**config.mk**
```make
export PLATFORM = sky130hd
export DESIGN_NAME = tea_half_round
export DESIGN_NICKNAME = d
export VERILOG_FILES = /design/src/tea_pkg.sv /design/src/tea_half_round.sv
export SDC_FILE = /design/constraint.sdc
export NUM_CORES = 1
export LEC_CHECK = 0
export ABC_AREA = 1
export BUFFER_PORTS_ARGS = -buffer_cell sky130_fd_sc_hd__buf_4
export CORE_MARGIN = 5
export CORE_UTILIZATION = 35
export DETAILED_ROUTE_END_ITERATION = 12
export GPL_TIMING_DRIVEN = 1
export HOLD_SLACK_MARGIN = 0.02
export PLACE_DENSITY_LB_ADDON = 0.05
export REMOVE_ABC_BUFFERS = 1
export SLEW_MARGIN = 20
export SYNTH_ARGS = -nofsm -noshare
export SYNTH_HDL_FRONTEND = slang
export SYNTH_SLANG_ARGS = --single-unit
export TNS_END_PERCENT = 20
```
**constraint.sdc**
```tcl
create_clock -name clk -period 1.8 [get_ports clk]
set_clock_uncertainty 0.2 [all_clocks]
set_input_delay 0.36 -clock clk [delete_from_list [all_inputs] [get_ports clk]]
set_output_delay 0.36 -clock clk [all_outputs]
set_load 0.05 [all_outputs]
```
**src/tea_pkg.sv**
```systemverilog
// tea_pkg: shared types, constants and the round-sum helper for the tea block cipher
// no dependencies; compiled before every other file of the block
package tea_pkg;

	localparam int unsigned WORD_W      = 32;
	localparam int unsigned CFG_IDX_W   = 2;
	localparam int unsigned ROUNDS_DEF  = 32;
	localparam logic [31:0] TEA_DELTA   = 32'h9E37_79B9;

	// register indexes of the configuration port
	localparam logic [CFG_IDX_W-1:0] REG_KEY0 = 2'd0;
	localparam logic [CFG_IDX_W-1:0] REG_KEY1 = 2'd1;
	localparam logic [CFG_IDX_W-1:0] REG_KEY2 = 2'd2;
	localparam logic [CFG_IDX_W-1:0] REG_KEY3 = 2'd3;

	// direction codes
	localparam logic KIND_ENC = 1'b0;
	localparam logic KIND_DEC = 1'b1;

	typedef logic [WORD_W-1:0] word_t;

	typedef struct packed {
		word_t k0;
		word_t k1;
		word_t k2;
		word_t k3;
	} tea_key_t;

	typedef struct packed {
		logic  kind;
		word_t y;
		word_t z;
	} tea_blk_t;

	// delta * n mod 2^32, evaluated at elaboration only
	function automatic word_t tea_sum(input int unsigned n);
		logic [63:0] p;
		p = 64'(TEA_DELTA) * 64'(n);
		return p[WORD_W-1:0];
	endfunction

endpackage

```
**src/tea_half_round.sv**
```systemverilog
// tea_half_round: one registered half round of tea, either direction
// depends on tea_pkg; instantiated 2*ROUNDS times by tea_block_cipher
module tea_half_round #(
	parameter bit          SECOND = 1'b0,   // second half of its round
	parameter logic [31:0] ENC_SUM = 32'h0,
	parameter logic [31:0] DEC_SUM = 32'h0
) (
	input  logic             clk,
	input  logic             arst_n,
	input  logic             en,
	input  tea_pkg::tea_key_t key,
	input  logic             vld_in,
	input  tea_pkg::tea_blk_t blk_in,
	output logic             vld_s1,
	output tea_pkg::tea_blk_t blk_s1
);
	import tea_pkg::*;

	logic     upd_y;
	word_t    w;
	word_t    tgt;
	word_t    ka;
	word_t    kb;
	word_t    s;
	word_t    mix;
	word_t    res;
	tea_blk_t nxt;

	// encrypt: y then z; decrypt: z then y
	assign upd_y = (SECOND == 1'b0) ^ (blk_in.kind == KIND_DEC);

	always_comb begin
		w   = upd_y ? blk_in.z : blk_in.y;
		tgt = upd_y ? blk_in.y : blk_in.z;
		ka  = upd_y ? key.k0 : key.k2;
		kb  = upd_y ? key.k1 : key.k3;
		s   = (blk_in.kind == KIND_DEC) ? DEC_SUM : ENC_SUM;
		mix = ((w << 4) + ka) ^ (w + s) ^ ((w >> 5) + kb);
		res = (blk_in.kind == KIND_DEC) ? (tgt - mix) : (tgt + mix);
		nxt = blk_in;
		if (upd_y) begin
			nxt.y = res;
		end else begin
			nxt.z = res;
		end
	end

	always_ff @(posedge clk or negedge arst_n) begin
		if (!arst_n) begin
			vld_s1 <= 1'b0;
		end else if (en) begin
			vld_s1 <= vld_in;
		end
	end

	always_ff @(posedge clk) begin
		if (en) begin
			blk_s1 <= nxt;
		end
	end

endmodule

```
==> metrics.cfg, run 1 <==
[clock_tree]
root_buffer=clkbuf_16
clk_pin_slew_ps=60
cts_max_path_buffers=2
numCtsBuffers=9
cts.sinks=66
clk_latency_ps=340
cts_tree=yes
h-tree-depth=3

[synthesis]
ys_warn_count=0
synthSimpleGateAreaFrac=0.482
synth_mux_area_frac=0.00171
syn_inst=2287
synth-edff-count=65
synth_compound_gate_area_share=0.0862
synth_area_um2=12500
synthDistinctLibCells=45
synth_top_family_by_area=simple AND/OR/NAND/NOR gates
yosysSeqAreaShare=0.159
yosys.area_share.adder=0.0912
synth-seq-cells=66
avgSynthCellArea_um2=5.45
synthXorXnorAreaFrac=0.0576
synthFlopType=edfxtp_1
synthArstFlopShare=0.0152

[route]
route.detailed.drc=0
ant_nets=0
vias=16800
totalWireLength_um=57200
drtIter0Drc=958
wire_per_inst_um=16.4
viasPerCell=4.82
drtPass1Iterations=5

[layout]
antenna_cells=0
final_util=0.608
syn_to_final_growth_pct=72.7
drive_above_1_share=0.410
fillers=3472
finalNetCount=3315
final_cell_mix=902 x nand2_1, 727 x buf_4, 324 x inv_1, 145 x nand2_2, 124 x nand3_1
final_common_cell=nand2_1

[sta]
fmax_mhz=198
timing.final.ws_setup_ps=-3250
rsz0062_at_grt=yes
fin_setup_tns_ps=-167060
setup-violations-final=64
slew_headroom=0.697
drv_slew=0
fin_crit_ps=5050
finalCritPeriodShare=2.80
worstMarginPinSlew_ps=450
holdWs_ps=47.9
hold_viol=0

[placed_design]
numPortBuffers=262
dp_slack_ps=-3990
dp_hpwl_um=46800
gp_congestion=0.918

[die]
rows=69
core_um2=35400
boundaryPins=263
dieArea_um2=39500
start_util=0.352
die_h_um=199
die_w_um=199

[setup_path]
crit_arrival_ps=4940
path_class=in -> reg
slowest_stage=fa_2
cp.required_ps=1690
critPathMaxStageDelay_ps=420
crit_fanout=7
endpoint_kind=flop
start_kind=input pin

[run_status]
status=finished with violations
violations=setup timing

[global_routing]
track_usage=0.271
grt_overflow=0
antenna_found_initial=0
grt_start_max_net_pins=29
grt_pass1_wl_um=83300
grt_pass1_vias=16000

[power_and_ir_drop]
power.leakage_uw=0.0116
power.density_nw_per_um2=1010
finalPower_uw=21700
max-vdd-ir-drop_uv=925

[job]
maxCapViolations=0

[min_path]
hold_path_class=in -> reg

-- final timing paths --
kind	start	end	slack, ps	cells past startpoint
max in group asynchronous	arst_n	vld_s1	1190	2
worst min register to register	vld_s1	vld_s1	310	1
worst min-delay path	vld_in	vld_s1	50	2
worst max register to register	vld_s1	vld_s1	860	1
min in group asynchronous	arst_n	vld_s1	130	2
worst max-delay path	blk_in[64]	blk_s1[30]	-3250	36
-- flip-flops by register name, indices dropped and copies added, names as in the netlist --
name    flops
vld_s1      1
blk_s1     65
-- through the flow --
stage	instances	area, um2
final	3495	21500
after global routing	3495	21500
after CTS	3471	20100
after detailed placement	3426	18300
after global placement	3426	18300
after floorplan	2245	12200
-- routing by layer --
layer  global-route usage  wire length [um]  up-vias
met5                    0                 0        -
met3               0.0256              3140       69
met1                0.369             25600     7696
li1                     -                 -     8631
met4               0.0750              1530        0
met2                0.459             26900      434
-- synth_stat cells (4+ instances only) --
cell type | number | area share
clkbuf_1 | 23 | 0.0069
inv_1 | 345 | 0.10
nand4_1 | 26 | 0.013
ha_1 | 86 | 0.086
nor2_1 | 152 | 0.046
nand3_2 | 7 | 0.0056
buf_1 | 5 | 0.0015
nor2_2 | 4 | 0.0020
o21bai_1 | 10 | 0.0060
a21oi_1 | 68 | 0.027
o21ai_1 | 6 | 0.0024
o21ai_0 | 84 | 0.034
nand3_1 | 152 | 0.061
a21o_1 | 4 | 0.0024
o21ai_2 | 10 | 0.0070
nor3_1 | 14 | 0.0056
nand2_2 | 13 | 0.0065
buf_6 | 5 | 0.0045
buf_2 | 6 | 0.0024
nand2_1 | 1058 | 0.32
edfxtp_1 | 65 | 0.16
xnor2_1 | 36 | 0.025
a31oi_1 | 7 | 0.0035
nand3b_1 | 11 | 0.0066
or2_2 | 13 | 0.0065
xor2_1 | 46 | 0.032
-- final cells by class --
type / count / area, um2 / share of cell area
sequential: 66 / 1980 / 0.0919
clock inverter: 7 / 68.8 / 0.00320
multi-input combinational: 1833 / 11100 / 0.517
clock buffer: 9 / 225 / 0.0105
tap: 461 / 577 / 0.0268
timing repair inverter: 2 / 20.0 / 0.000931
timing repair buffer: 771 / 6210 / 0.289
inverter: 346 / 1320 / 0.0614
-- timing repair --
action,CTS,global route
pin swaps,41,134
hold buffers,1,0
cloned,7,3
gates resized for setup,250,312
hold endpoints to repair,1,0
setup buffers,21,23
setup endpoints to repair,64,64
-- worst max-delay path: cells and delay by family --
family | cells | cell delay [ps]
adders and majority gates | 3 | 910
buffers and inverters | 6 | 740
AOI/OAI and AO/OA | 6 | 860
xor gates and xnor gates | 1 | 140
and+or+nand+nor | 20 | 1900
-- power breakdown --
| part | internal (uW) | total [uW] | switching (uW) |
|---|---|---|---|
| sequential | 2270 | 2380 | 108 |
| clock | 1070 | 1780 | 716 |
| combinational | 7770 | 17500 | 9730 |
| total | 11100 | 21700 | 10600 |
-- cell families (layout without fill, tap and decap cells) --
kind of cell | Yosys count | after routing
compound gates | 195 | 195
xor+xnor | 82 | 82
fa+ha+maj | 89 | 89
buf+inv | 388 | 1135
flops | 66 | 66
mux | 2 | 2
simple gates | 1465 | 1465
Note: power is estimated with default switching activity, not from simulation.
==> inputs of run 2 (changes only) <==
--- a/config.mk
+++ b/config.mk
@@ -14,6 +14,7 @@
 export HOLD_SLACK_MARGIN = 0.02
 export PLACE_DENSITY_LB_ADDON = 0.05
 export REMOVE_ABC_BUFFERS = 1
+export SETUP_SLACK_MARGIN = 0.4
 export SLEW_MARGIN = 20
 export SYNTH_ARGS = -nofsm -noshare
 export SYNTH_HDL_FRONTEND = slang
==> run 2 against run 1 <==
  * The flow still finishes with violations (setup timing)
  * Via count grew 1.0%
  * Sequential power grew 3%
  * First-iteration DRC count grew 16%
  * Register-to-register slack is essentially flat
  * Largest power group unchanged
==> metrics.cfg, run 2 (synthesized netlist as in run 1, its figures left out) <==
[placed_design]
gp_congestion=0.918
dp_cells=3426
numPortBuffers=262
dp_slack_ps=-3990
dp_hpwl_um=46800

[clock_tree]
cts.sinks=66
numCtsBuffers=9
clk_pin_slew_ps=60
cts_tree=yes
clk_latency_ps=340
root_buffer=clkbuf_16
h-tree-depth=3
cts_max_path_buffers=2

[die]
boundaryPins=263
rows=69
dieArea_um2=39500
die_h_um=199
die_w_um=199
core_um2=35400
start_util=0.352

[layout]
finalNetCount=3324
top_regs=blk_s1 x65, vld_s1 x1
largest-register=blk_s1
drive_above_1_share=0.417
fillers=3372
antenna_cells=0
final_common_cell=nand2_1
final_util=0.625
final_cell_mix=926 x nand2_1, 655 x buf_4, 329 x inv_1, 120 x nand2_2, 111 x nand3_1
largest_register_ffs=65
syn_to_final_growth_pct=77.6
fin_cells=3504

[sta]
fmax_mhz=193
hold_viol=0
rsz0062_at_grt=yes
worstMarginPinSlew_ps=581
timing.final.ws_setup_ps=-3390
slew_headroom=0.609
fin_crit_ps=5190
finalCritPeriodShare=2.88
drv_slew=0
setup-violations-final=64

[setup_path]
crit_arrival_ps=5080
slowest_stage=fa_2
crit_fanout=7
endpoint_kind=flop
path_class=in -> reg
start_kind=input pin
critPathMaxStageDelay_ps=610
path_common_cell=nor2_4
cp.required_ps=1700
reg2reg_depth=1

[route]
wire_per_inst_um=16.7
ant_nets=0
drtIter0Drc=1107
totalWireLength_um=58400
vias=17000
drtPass1Iterations=6
route.detailed.drc=0
viasPerCell=4.85

[global_routing]
track_usage=0.279
grt_overflow=0
antenna_found_initial=0
grt_pass1_wl_um=85500
grt_start_max_net_pins=29
grt_pass1_vias=16200

[power_and_ir_drop]
power.leakage_uw=0.0119
max-vdd-ir-drop_uv=957
finalPower_uw=23100
power.density_nw_per_um2=1040

[run_status]
status=finished with violations
violations=setup timing

[min_path]
worstHoldPathCells=2
hold_path_class=in -> reg

[job]
maxCapViolations=0

run 2: worst paths after layout:
check / startpoint / to / slack, ps
setup / recovery: blk_in[64] / blk_s1[30] / -3390
hold / removal: vld_in / vld_s1 / 40
setup reg to reg: vld_s1 / vld_s1 / 850
hold reg to reg: vld_s1 / vld_s1 / 330
max in group asynchronous: arst_n / vld_s1 / 1180
min in group asynchronous: arst_n / vld_s1 / 140
run 2: layout make-up:
class	count	area, um2	area share
multi-input cells	1833	11400	0.513
repair inverters	2	17.5	0.000792
clock buffers	9	225	0.0102
flip-flops and latches	66	1980	0.0893
repair buffers	780	6590	0.298
inverters	346	1320	0.0597
well taps	461	577	0.0261
clock inverters	7	68.8	0.00311
run 2: per-stage QoR:
stage / instance area [um2] / hold WS, ps / setup TNS [ps]
after global placement: 18300 / -60.2 / -199940
after CTS: 20800 / 38.3 / -158410
final: 22100 / 44.8 / -168910
after global routing: 22100 / 47.1 / -178270
after detailed placement: 18300 / -58.8 / -205470
after floorplan: 12200 / -136 / -318350
run 2: worst max-delay path: cells and delay by family:
family	cells	cell delay [ps]
fa+ha+maj	3	1120
buf+inv	5	640
compound gates	6	870
xor+xnor	2	290
simple gates	17	1760
run 2: power by group:
part           internal (uW)  switching, uW  total, uW
clock network           1070            723       1790
registers               2280            178       2460
logic                   8570          10300      18800
run 2: repair_timing:
| item | 4_1_cts | 5_1_grt |
|---|---|---|
| hold endpoints to repair | 1 | 0 |
| hold buffers | 1 | 0 |
| gates cloned | 9 | 0 |
| gates resized for setup | 407 | 284 |
| setup buffers | 24 | 28 |
| pin swaps | 72 | 128 |
| setup endpoints to repair | 130 | 130 |
run 2: routing by layer:
layer / share of wire / track usage
met2: 0.47 / 0.474
met4: 0.027 / 0.0778
met1: 0.45 / 0.378
met5: 0 / 0
met3: 0.052 / 0.0295
